**src/rtl/mm_pkg.sv**
```systemverilog
`timescale 1ns / 1ps

package mm_pkg;

  // Field widths fixed by the interface
  localparam int IDX_W  = 3;
  localparam int DIM_W  = 4;
  localparam int VAL_W  = 16;
  localparam int PROD_W = 32;
  localparam int SUM_W  = 35;
  localparam int ADDR_W = 4;
  localparam int DATA_W = 32;

  // Item modes
  localparam logic [1:0] MODE_LOAD_A  = 2'd0;
  localparam logic [1:0] MODE_LOAD_B  = 2'd1;
  localparam logic [1:0] MODE_COMPUTE = 2'd2;

  // Register indexes (word offsets)
  localparam logic [1:0] REG_ROWS_M  = 2'd0;
  localparam logic [1:0] REG_COLS_N  = 2'd1;
  localparam logic [1:0] REG_INNER_L = 2'd2;

  typedef enum logic [1:0] {
    ST_IDLE,
    ST_ISSUE,
    ST_DRAIN
  } state_t;

  // Configured matrix sizes, already clamped to 1..MAX_DIM
  typedef struct packed {
    logic [DIM_W-1:0] rows;
    logic [DIM_W-1:0] cols;
    logic [DIM_W-1:0] inner;
  } dims_t;

  // Controller to datapath
  typedef struct packed {
    logic             load_a;
    logic             load_b;
    logic             issue;
    logic [IDX_W-1:0] i;
    logic [IDX_W-1:0] j;
    logic [IDX_W-1:0] k;
    logic             first;
    logic             lastk;
    logic             last_entry;
  } cmd_t;

  // Datapath to controller
  typedef struct packed {
    logic adv;
    logic busy;
  } status_t;

  // Tag that travels with each product through the pipeline
  typedef struct packed {
    logic             first;
    logic             lastk;
    logic             last_entry;
    logic [IDX_W-1:0] i;
    logic [IDX_W-1:0] j;
  } tag_t;

endpackage

```
**src/rtl/mm_cfg_regs.sv**
```systemverilog
`timescale 1ns / 1ps

module mm_cfg_regs
  import mm_pkg::*;
#(
  parameter int MAX_DIM = 8
) (
  input  logic              clk,
  input  logic              rst_n,
  input  logic              psel,
  input  logic              penable,
  input  logic              pwrite,
  input  logic [ADDR_W-1:0] paddr,
  input  logic [DATA_W-1:0] pwdata,
  output logic [DATA_W-1:0] prdata,
  output logic              pready,
  output dims_t             dims
);

  localparam logic [DIM_W-1:0] DIM_MAX = DIM_W'(MAX_DIM);

  dims_t            dims_r, dims_nxt;
  logic             wr_en;
  logic [DIM_W-1:0] wr_val;
  logic [1:0]       reg_idx;

  assign pready  = 1'b1;
  assign wr_en   = psel && penable && pwrite;
  assign reg_idx = paddr[3:2];

  // Clamp written value into 1..MAX_DIM
  always_comb begin
    if (pwdata == '0) begin
      wr_val = DIM_W'(1);
    end else if (pwdata > DATA_W'(MAX_DIM)) begin
      wr_val = DIM_MAX;
    end else begin
      wr_val = pwdata[DIM_W-1:0];
    end
  end

  // Register write decode
  always_comb begin
    dims_nxt = dims_r;
    if (wr_en) begin
      case (reg_idx)
        REG_ROWS_M:  dims_nxt.rows  = wr_val;
        REG_COLS_N:  dims_nxt.cols  = wr_val;
        REG_INNER_L: dims_nxt.inner = wr_val;
        default:     dims_nxt = dims_r;
      endcase
    end
  end

  always_ff @(posedge clk) begin
    if (!rst_n) begin
      dims_r <= '{rows: DIM_MAX, cols: DIM_MAX, inner: DIM_MAX};
    end else begin
      dims_r <= dims_nxt;
    end
  end

  // Read back
  always_comb begin
    case (reg_idx)
      REG_ROWS_M:  prdata = DATA_W'(dims_r.rows);
      REG_COLS_N:  prdata = DATA_W'(dims_r.cols);
      REG_INNER_L: prdata = DATA_W'(dims_r.inner);
      default:     prdata = '0;
    endcase
  end

  assign dims = dims_r;

endmodule

```
**src/rtl/mm_ctrl.sv**
```systemverilog
`timescale 1ns / 1ps

module mm_ctrl
  import mm_pkg::*;
(
  input  logic       clk,
  input  logic       rst_n,
  input  logic       in_valid,
  output logic       in_stall,
  input  logic [1:0] in_mode,
  input  dims_t      dims,
  input  status_t    status,
  output cmd_t       cmd
);

  state_t           state_r, state_nxt;
  logic [IDX_W-1:0] i_r, i_nxt;
  logic [IDX_W-1:0] j_r, j_nxt;
  logic [IDX_W-1:0] k_r, k_nxt;
  logic             lastk, lastj, lasti;

  // End-of-loop flags for the three nested counters
  assign lastk = ({1'b0, k_r} == dims.inner - DIM_W'(1));
  assign lastj = ({1'b0, j_r} == dims.cols - DIM_W'(1));
  assign lasti = ({1'b0, i_r} == dims.rows - DIM_W'(1));

  always_ff @(posedge clk) begin
    if (!rst_n) begin
      state_r <= ST_IDLE;
      i_r     <= '0;
      j_r     <= '0;
      k_r     <= '0;
    end else begin
      state_r <= state_nxt;
      i_r     <= i_nxt;
      j_r     <= j_nxt;
      k_r     <= k_nxt;
    end
  end

  // Next state, counters and commands
  always_comb begin
    state_nxt      = state_r;
    i_nxt          = i_r;
    j_nxt          = j_r;
    k_nxt          = k_r;
    in_stall       = 1'b1;
    cmd.load_a     = 1'b0;
    cmd.load_b     = 1'b0;
    cmd.issue      = 1'b0;
    cmd.i          = i_r;
    cmd.j          = j_r;
    cmd.k          = k_r;
    cmd.first      = (k_r == '0);
    cmd.lastk      = lastk;
    cmd.last_entry = lasti && lastj;
    case (state_r)
      ST_IDLE: begin
        in_stall = 1'b0;
        if (in_valid) begin
          case (in_mode)
            MODE_LOAD_A: cmd.load_a = 1'b1;
            MODE_LOAD_B: cmd.load_b = 1'b1;
            MODE_COMPUTE: begin
              i_nxt     = '0;
              j_nxt     = '0;
              k_nxt     = '0;
              state_nxt = ST_ISSUE;
            end
            default: ;
          endcase
        end
      end
      ST_ISSUE: begin
        cmd.issue = 1'b1;
        if (status.adv) begin
          if (!lastk) begin
            k_nxt = k_r + IDX_W'(1);
          end else begin
            k_nxt = '0;
            if (!lastj) begin
              j_nxt = j_r + IDX_W'(1);
            end else begin
              j_nxt = '0;
              if (!lasti) begin
                i_nxt = i_r + IDX_W'(1);
              end else begin
                state_nxt = ST_DRAIN;
              end
            end
          end
        end
      end
      ST_DRAIN: begin
        if (!status.busy) begin
          state_nxt = ST_IDLE;
        end
      end
      default: state_nxt = ST_IDLE;
    endcase
  end

endmodule

```
**src/rtl/mm_datapath.sv**
```systemverilog
`timescale 1ns / 1ps

module mm_datapath
  import mm_pkg::*;
#(
  parameter int MAX_DIM = 8
) (
  input  logic                    clk,
  input  logic                    rst_n,
  input  cmd_t                    cmd,
  output status_t                 status,
  input  logic [IDX_W-1:0]        in_row,
  input  logic [IDX_W-1:0]        in_col,
  input  logic signed [VAL_W-1:0] in_value,
  output logic                    out_valid,
  input  logic                    out_stall,
  output logic [IDX_W-1:0]        out_row,
  output logic [IDX_W-1:0]        out_col,
  output logic signed [SUM_W-1:0] out_product_sum,
  output logic                    out_last
);

  localparam int DEPTH = MAX_DIM * MAX_DIM;
  localparam int AW    = (DEPTH > 1) ? $clog2(DEPTH) : 1;
  localparam int LIN_W = 2 * IDX_W + 1;

  logic signed [VAL_W-1:0] a_mem [DEPTH];
  logic signed [VAL_W-1:0] b_mem [DEPTH];

  logic [LIN_W-1:0]         wr_lin, a_lin, b_lin;
  logic [AW-1:0]            wr_addr, a_addr, b_addr;
  logic                     wr_in_range;
  logic                     adv, rd_en, out_load;

  logic signed [VAL_W-1:0]  a_q_r, b_q_r;
  logic                     s1_v_r, s2_v_r;
  tag_t                     s1_tag_r, s2_tag_r;
  logic signed [PROD_W-1:0] prod_r;
  logic signed [SUM_W-1:0]  acc_r, acc_nxt;

  logic                     out_valid_r, out_valid_nxt;
  logic [IDX_W-1:0]         out_row_r, out_col_r;
  logic signed [SUM_W-1:0]  out_sum_r;
  logic                     out_last_r;

  // Whole pipeline freezes while a finished result is held off
  assign adv         = !(out_valid_r && out_stall);
  assign rd_en       = cmd.issue && adv;
  assign status.adv  = adv;
  assign status.busy = s1_v_r || s2_v_r || out_valid_r;

  // Linear addresses: row * MAX_DIM + col
  assign wr_lin  = LIN_W'(in_row) * LIN_W'(MAX_DIM) + LIN_W'(in_col);
  assign a_lin   = LIN_W'(cmd.i) * LIN_W'(MAX_DIM) + LIN_W'(cmd.k);
  assign b_lin   = LIN_W'(cmd.k) * LIN_W'(MAX_DIM) + LIN_W'(cmd.j);
  assign wr_addr = wr_lin[AW-1:0];
  assign a_addr  = a_lin[AW-1:0];
  assign b_addr  = b_lin[AW-1:0];

  // Loads beyond the store bounds are dropped
  assign wr_in_range = ({1'b0, in_row} < (IDX_W + 1)'(MAX_DIM)) &&
                       ({1'b0, in_col} < (IDX_W + 1)'(MAX_DIM));

  // Element stores, one write and one registered read each
  always_ff @(posedge clk) begin
    if (cmd.load_a && wr_in_range) begin
      a_mem[wr_addr] <= in_value;
    end
    if (cmd.load_b && wr_in_range) begin
      b_mem[wr_addr] <= in_value;
    end
    if (rd_en) begin
      a_q_r <= a_mem[a_addr];
      b_q_r <= b_mem[b_addr];
    end
  end

  // Pipeline valids
  always_ff @(posedge clk) begin
    if (!rst_n) begin
      s1_v_r <= 1'b0;
      s2_v_r <= 1'b0;
    end else if (adv) begin
      s1_v_r <= cmd.issue;
      s2_v_r <= s1_v_r;
    end
  end

  // Tags, product and accumulator
  always_ff @(posedge clk) begin
    if (adv) begin
      s1_tag_r <= '{first: cmd.first, lastk: cmd.lastk, last_entry: cmd.last_entry,
                    i: cmd.i, j: cmd.j};
      s2_tag_r <= s1_tag_r;
      prod_r   <= a_q_r * b_q_r;
      if (s2_v_r) begin
        acc_r <= acc_nxt;
      end
    end
  end

  assign acc_nxt = (s2_tag_r.first ? '0 : acc_r) + SUM_W'(prod_r);
  assign out_load = adv && s2_v_r && s2_tag_r.lastk;

  // Output register
  always_comb begin
    out_valid_nxt = out_valid_r;
    if (out_load) begin
      out_valid_nxt = 1'b1;
    end else if (!out_stall) begin
      out_valid_nxt = 1'b0;
    end
  end

  always_ff @(posedge clk) begin
    if (!rst_n) begin
      out_valid_r <= 1'b0;
    end else begin
      out_valid_r <= out_valid_nxt;
    end
  end

  always_ff @(posedge clk) begin
    if (out_load) begin
      out_row_r  <= s2_tag_r.i;
      out_col_r  <= s2_tag_r.j;
      out_sum_r  <= acc_nxt;
      out_last_r <= s2_tag_r.last_entry;
    end
  end

  assign out_valid       = out_valid_r;
  assign out_row         = out_row_r;
  assign out_col         = out_col_r;
  assign out_product_sum = out_sum_r;
  assign out_last        = out_last_r;

endmodule

```
**src/rtl/matrix_multiply_top.sv**
```systemverilog
// Matrix multiply C = A x B over on-chip A and B stores.
// Load transactions are accepted back to back while the block is idle.
// A compute transaction holds the input until every result has drained; the
// store read ports give one product per cycle while the output is not stalled.
// The first result passes the store read, product and output registers in turn.
// Synchronous active-low reset clears control and sets all sizes to MAX_DIM.
`timescale 1ns / 1ps

module matrix_multiply_top
  import mm_pkg::*;
#(
  parameter int MAX_DIM = 8
) (
  input  logic                    clk,
  input  logic                    rst_n,
  // Input channel
  input  logic                    in_valid,
  output logic                    in_stall,
  input  logic [1:0]              in_mode,
  input  logic [IDX_W-1:0]        in_row,
  input  logic [IDX_W-1:0]        in_col,
  input  logic signed [VAL_W-1:0] in_value,
  // Result channel
  output logic                    out_valid,
  input  logic                    out_stall,
  output logic [IDX_W-1:0]        out_row,
  output logic [IDX_W-1:0]        out_col,
  output logic signed [SUM_W-1:0] out_product_sum,
  output logic                    out_last,
  // Configuration port
  input  logic                    psel,
  input  logic                    penable,
  input  logic                    pwrite,
  input  logic [ADDR_W-1:0]       paddr,
  input  logic [DATA_W-1:0]       pwdata,
  output logic [DATA_W-1:0]       prdata,
  output logic                    pready
);

  dims_t   dims;
  cmd_t    cmd;
  status_t status;

  mm_cfg_regs #(
    .MAX_DIM (MAX_DIM)
  ) u_cfg (
    .clk     (clk),
    .rst_n   (rst_n),
    .psel    (psel),
    .penable (penable),
    .pwrite  (pwrite),
    .paddr   (paddr),
    .pwdata  (pwdata),
    .prdata  (prdata),
    .pready  (pready),
    .dims    (dims)
  );

  mm_ctrl u_ctrl (
    .clk      (clk),
    .rst_n    (rst_n),
    .in_valid (in_valid),
    .in_stall (in_stall),
    .in_mode  (in_mode),
    .dims     (dims),
    .status   (status),
    .cmd      (cmd)
  );

  mm_datapath #(
    .MAX_DIM (MAX_DIM)
  ) u_dp (
    .clk             (clk),
    .rst_n           (rst_n),
    .cmd             (cmd),
    .status          (status),
    .in_row          (in_row),
    .in_col          (in_col),
    .in_value        (in_value),
    .out_valid       (out_valid),
    .out_stall       (out_stall),
    .out_row         (out_row),
    .out_col         (out_col),
    .out_product_sum (out_product_sum),
    .out_last        (out_last)
  );

  // No result may be pending while input transactions are taken
  a_idle_no_result: assert property (@(posedge clk) disable iff (!rst_n)
    !in_stall |-> !out_valid)
    else $error("result pending while input open");

  // A compute transaction closes the input
  a_compute_stalls: assert property (@(posedge clk) disable iff (!rst_n)
    in_valid && !in_stall && in_mode == MODE_COMPUTE |=> in_stall)
    else $error("input not held after compute");

  // Input reopens once the final entry is taken and the controller returns to idle
  a_last_reopens: assert property (@(posedge clk) disable iff (!rst_n)
    out_valid && out_last && !out_stall |-> ##2 !in_stall)
    else $error("input not reopened after final entry");

endmodule
```
**config.mk**
```make
export PLATFORM = sky130hd
export DESIGN_NAME = matrix_multiply_top
export DESIGN_NICKNAME = d
export VERILOG_FILES = /design/src/rtl/mm_pkg.sv /design/src/rtl/mm_cfg_regs.sv /design/src/rtl/mm_ctrl.sv /design/src/rtl/mm_datapath.sv /design/src/rtl/matrix_multiply_top.sv
export SDC_FILE = /design/constraint.sdc
export NUM_CORES = 2
export LEC_CHECK = 0
export BUFFER_PORTS_ARGS = -buffer_cell sky130_fd_sc_hd__buf_2
export CAP_MARGIN = 25
export CORE_MARGIN = 5
export CORE_UTILIZATION = 35
export CTS_CLUSTER_SIZE = 10
export DETAILED_ROUTE_END_ITERATION = 6
export HOLD_SLACK_MARGIN = 0.15
export RECOVER_POWER = 25
export SYNTH_ARGS = -nofsm -noshare
export SYNTH_HDL_FRONTEND = slang
export SYNTH_SLANG_ARGS = --single-unit
export TNS_END_PERCENT = 20
```
**constraint.sdc**
```tcl
create_clock -name clk -period 16.1 [get_ports clk]
set_input_delay 1.61 -clock clk [delete_from_list [all_inputs] [get_ports clk]]
set_output_delay 1.61 -clock clk [all_outputs]
set_load 0.1 [all_outputs]
```
# Yosys cells after proc, flatten, opt, wreduce, memory -nomap -nowiden
# Memories as Yosys holds them, arrays and structs flattened. A register that Yosys moved wholly into a read port is not among the register bits.
# Cells that the tools add are included.
# classes
add_sub_neg,10
n_mul,1
magnitude_cmp,1
eq_ne,18
muxes,38
n_bitwise,1
reduce_logical,24
# ops
op,count
35-bit adder,1
35-bit two-way mux,1
3-bit two-way mux,11
"32-bit by 4-bit greater-than comparator with 1-bit output, second input constant",1
32-bit zero test,1
16-bit by 16-bit multiplier with 32-bit output,1
6-bit by 3-bit adder with 6-bit output,3
2-bit two-way mux,9
3-bit one-hot mux with 2 select lines,3
7-bit AND reduction,2
3-bit by 4-bit equality test with 1-bit output,3
4-bit one-hot mux with 3 select lines,1
"4-bit by 1-bit subtractor with 4-bit output, second input constant",3
1-bit two-way mux,10
"2-bit inequality test, second input constant",5
"3-bit by 1-bit adder with 3-bit output, second input constant",3
4-bit two-way mux,2
"2-bit by 1-bit inequality test with 1-bit output, second input constant",4
2-bit AND reduction,4
1-bit logical AND,7
"2-bit by 1-bit equality test with 1-bit output, second input constant",3
"2-bit equality test, second input constant",3
2-bit zero test,3
2-bit one-hot mux with 3 select lines,1
7 further kinds,8
# totals
regBits,153
mem_bits_rw,2048
output_inout_bits,77
memories,2
# mem_list
memory,words,word_bits,rd,rd_ports_with_merged_regs,write_ports,line_no,source
u_dp.a_mem,64,16,1,1,1,mm_datapath.sv:27,logic signed [VAL_W-1:0] a_mem [DEPTH];
u_dp.b_mem,64,16,1,1,1,mm_datapath.sv:28,logic signed [VAL_W-1:0] b_mem [DEPTH];

# Depth between registers and ports, before layout
# logic_depth
depth_word,7
ltp_mapped,23
ltp_nobuf,22

# By module
# From an unflattened synthesis, not the netlist that was laid out.
# hier_totals
cells_unflattened,4800
hier_area_um2,96351.2
# modules_own_cells
module,n_inst,cells_each,area_per_inst_um2
mm_datapath,1,4579,94605.7
mm_ctrl,1,112,888.4
mm_cfg_regs,1,109,857.1

# Worst setup path before layout
# OpenSTA, ideal clock, no wires.
# synth_path
path_kind,flip-flop to flip-flop
start,"register u_dp.a_q_r[10], read port of u_dp.a_mem"
end,"register u_dp.prod_r[28], data pin"
setup_ns,0.258
t_arrival_ns,5.966
path_slack_ns,9.876
stages_incl_launch_ff,20
n_path_buf,1
cell_sequence,edfxtp_1 > clkbuf_1 > nand2_1 > fa_1 > fa_1 > fa_1 > fa_1 > inv_1 > fa_1 > fa_1 > ha_1 > a21o_1 > a21o_1 > a21oi_1 > a211oi_1 > o41ai_2 > a21boi_1 > a311o_1 > a41o_1 > xor2_1
# synth_between
elab_chain_cells,1
# synth_rtl
element,line_no,source
start: declaration,mm_datapath.sv:35,"logic signed [VAL_W-1:0] a_q_r, b_q_r;"
16-bit by 16-bit multiplier with 32-bit output,mm_datapath.sv:95,prod_r <= a_q_r * b_q_r;
end signal: assignment,mm_datapath.sv:95,
end: declaration,mm_datapath.sv:38,logic signed [PROD_W-1:0] prod_r;
# No other way between the ends.
# A chain may end at the register's enable or synchronous reset.

# Worst setup path after layout
# layout_path
start,"register u_dp.b_q_r[1], read port of u_dp.b_mem"
end,"register u_dp.prod_r[28], data pin"
# layout_between
elab_chain_cells,1
# layout_rtl
element,line_no
start: declaration,mm_datapath.sv:35
16-bit by 16-bit multiplier with 32-bit output,mm_datapath.sv:95
# No other way between the ends.

==> summary.md <==
| Metric | Value |
|---|---|
| Status | complete, but fails checks |
| Failing checks | capacitance limit, slew limit |
| Ys Warns | 0 |
| IO Count | 144 |
| Ys flop type | edfxtp_1 |
| Post-synthesis cell type count | 65 |
| P_sw | 0.00398 W |
| Clock transition at path regs | 70 ps |
| Worst setup SP type | register |
| # setup viols final | 0 |
| # H-tree levels | 5 |
| Max-slew violations | roughly 1100 |
| Routed met1 length | 95.1 mm |
| Comb power frac | 20.8% |
| Final antenna-violating net count | 0 |
| Clk buf depth | 4 |
| Final Hold Vio Count | 0 |
| Initial antenna violation count | 24 |
| GRT Resource Usage Total | between 15 and 20% |
| Vias in the first global route | between 40000 and 50000 |
| Nets | 5596 |
| DRC violations left | 0 |
| Fin crit period | approximately 7000 ps |
| Critical Path RT | 16690 ps |
| Pint | between 0.01 and 0.015 W |
| Clock skew | 41.9 ps |
| Vias per Instance | 5.22 |
| Core ar. | 274000 um^2 |
| Power share of the sequential group | 44.3% |
| Clk sink count | roughly 2200 |
| Largest net degree at the start of global routing | 106 |
| Via count | 45900 |
| Post-synth EDFFs | 2207 |
| Proportion of layout cells with a drive suffix above 1 | 24.3% |
| Power Dens Cells | 138 nW/um^2 |
| First-pass GRT wire length | 333 mm |
| Worst-path maximum fanout | 16 |
| 1st-pass router iterations | 7 |
| Die W | approximately 530 um |
| Rel. slew slack | -203% |
| P&R area growth vs syn | 13.4% |
| Postcts setup bufs | 0 |
| Wire per inst | 25.8 um |
| Register area share after synthesis | between 60% and 70% |
| Max cap viols | 24 |
| RePlAce Congestion | a little over 0.8 |
| Clock Tree Root | clkbuf_16 |
| Area of placed instances | 102000 um^2 |
| Clock latency at the later pin of the worst-skew pair | 820 ps |
| Sw Share | 26.3% |
| Leak Pwr | 35.4 nW |
| Final instance area | about 110000 um^2 |
| Starting Density | a little over a third |
| Starting DRC count in detailed routing | 4200 |
| CTS tree | yes |
| Detailed placer's ending HPWL | 135 mm |
| Worst vdd ir | 0.109 mV |
| Grt total ovfl | 0 |
| HP Class | register to register |
| FP Rows | 192 |
| Crit. End Element | register |
| Post-CTS Resized | 0 |
| #FFs+latches synth | 2233 |
| Max Clock Freq | between 100 and 150 MHz |
| Port bufs | 112 |
| Syn Area/Cell | 20.1 um^2 |
| Fin crit share | 43.2% |
| Synth Instances | 4775 |
| Mapped Area | between 90000 and 100000 um^2 |
| CTS buffer count | 268 |
| RSZ-0062 raised after global routing | false |
| Highest metal used | met5 |
| Worst Setup Path Type | register to register |
| Drt total wl | 226 mm |
| Detail Route met2 WL | ~110 mm |
| Filler Cell Count | 24000 |
| Die ar. | 285000 um^2 |
| Crit path DAT | ~7500 ps |
| Met3 WL | around 15 mm |
| Die height | 534 um |
| Clock share of power | a little over a third |
| CTS Hold Bufs | 0 |
| Synth async-reset ratio | 0% |
| Setup TNS after final layout | 0 ps |
| Worst-Margin Slew | 4550 ps |
cell usage in the layout, fill, tap and decap left out, types with 6 or more instances in the layout:
cell,n
a21o_1,30
a21oi_1,55
and2_1,138
and3_1,6
buf_2,95
buf_4,175
clkbuf_1,51
clkbuf_16,275
conb_1,29
dfxtp_1,23
diode_2,9
edfxtp_1,2207
fa_1,263
ha_1,123
inv_1,319
mux4_2,672
nand2_1,181
nand2b_1,13
nand3_1,19
nand4_1,9
nor2_1,192
nor2b_1,43
nor3_1,10
nor4_1,6
o21a_1,8
o21ai_0,41
o21bai_1,12
or3_1,6
xnor2_1,69
xor2_1,15
stage by stage:
stage | instances | hold WS, ps | worst slack (ps) | utilization (%) | total power, W
after CTS | 8769 | 414 | 9120 | 39.8 | 0.0153
after global placement | 8452 | 402 | 9180 | 37.2 | 0.00991
after floorplan | 4802 | 400 | 9880 | - | 0.00922
final | 8788 | 417 | 9140 | 39.9 | 0.0151
after detailed placement | 8452 | 406 | 9110 | 37.2 | 0.00996
after global routing | 8780 | 426 | 8930 | 39.9 | 0.0159
per-layer routing:
metal,vias to the layer above,global-route usage (%)
met2,1569,26.2
met1,24600,21.6
li1,19400,-
met4,10,3.81
met5,-,0
met3,358,2.59
power by group through the flow:
stage / combinational [W] / clock, W / sequential (W)
2_1_floorplan: 0.00246 / 0 / 0.00676
3_3_place_gp: 0.00311 / 0 / 0.00680
3_5_place_dp: 0.00316 / 0 / 0.00680
4_1_cts: 0.00318 / 0.00540 / 0.00668
5_1_grt: 0.00354 / 0.00563 / 0.00669
6_report: 0.00313 / 0.00527 / 0.00669
sequential cells by signal, summed over array words and instances, names as in the netlist:
signal / count
u_dp.out_row: 3
u_ctrl.i_r: 3
u_ctrl.k_r: 3
u_dp.prod_r: 32
u_dp.out_last: 1
u_ctrl.j_r: 3
u_ctrl.state_r: 2
u_dp.s1_tag_r: 9
u_dp.a_mem: 1024
u_dp.acc_r: 35
u_dp.a_q_r: 16
u_dp.b_q_r: 16
u_dp.out_col: 3
u_dp.s2_v_r: 1
u_dp.s2_tag_r: 9
u_cfg.dims: 12
u_dp.b_mem: 1024
u_dp.s1_v_r: 1
u_dp.out_product_sum: 35
u_dp.out_valid: 1
Yosys cell counts (4+ instances only):
library cell	count	area, um^2
edfxtp_1	2207	66300
mux4_2	672	15100
inv_1	320	1200
fa_1	263	5270
nor2_1	192	721
nand2_1	182	683
and2_1	141	882
clkbuf_1	130	488
ha_1	123	1540
xnor2_1	69	604
a21oi_1	55	275
buf_2	54	270
nor2b_1	43	269
o21ai_0	41	205
a21o_1	30	225
buf_4	30	225
dfxtp_1	26	521
buf_1	19	71.3
nand3_1	19	95.1
xor2_1	15	131
nand2b_1	13	81.3
o21bai_1	12	90.1
nor3_1	10	50.1
nand4_1	9	56.3
o21a_1	8	60.1
and3_1	6	37.5
nor4_1	6	37.5
or3_1	6	37.5
a211oi_1	5	37.5
a31oi_1	5	31.3
nand3b_1	5	37.5
o31ai_1	5	37.5
a211o_1	4	35.0
a21boi_0	4	30.0
mux2i_1	4	40.0
o211ai_1	4	30.0
critical path, cell delays in order (launching register included):
cell      delay (ps)
edfxtp_1         820
nand2_1          190
fa_1             540
fa_1             600
fa_1             450
fa_1             540
inv_1             50
fa_1             490
fa_1             410
ha_1             370
a21o_1           190
a21o_1           170
a21oi_1          230
a211oi_1         200
o41ai_2          450
a21boi_1         170
a311o_1          430
a41o_1           270
xor2_1           140
logic make-up (layout without fill, tap and decap cells):
kind of cell	after synthesis	after routing	share of synthesized area, %
other cells	2	38	0.00781
fa+ha+maj	386	386	7.08
xor+xnor	84	84	0.765
flops	2233	2233	69.5
compound gates	200	200	1.37
mux	676	676	15.8
simple gates	639	639	3.16
buf+inv	555	943	2.37
final timing paths:
| kind | start | end | slack, ps | cells past startpoint |
|---|---|---|---|---|
| worst max-delay path | u_dp.b_q_r[1] | u_dp.prod_r[28] | 9140 | 18 |
| worst min-delay path | u_dp.s1_tag_r[5] | u_dp.s2_tag_r[5] | 420 | 0 |
| worst max register to register | u_dp.b_q_r[1] | u_dp.prod_r[28] | 9140 | 18 |
| worst min register to register | u_dp.s1_tag_r[5] | u_dp.s2_tag_r[5] | 420 | 0 |
final cells by class:
type / instances / area (um^2) / share of cell area (%)
sequential: 2233 / 66800 / 61.2
multi-input combinational: 2014 / 27200 / 24.9
clock buffer: 298 / 6980 / 6.40
tap: 3589 / 4490 / 4.12
timing repair buffer: 306 / 2040 / 1.87
inverter: 320 / 1200 / 1.10
clock inverter: 19 / 350 / 0.321
antenna: 9 / 22.5 / 0.0206
Note: power is estimated with default switching activity, not from simulation.
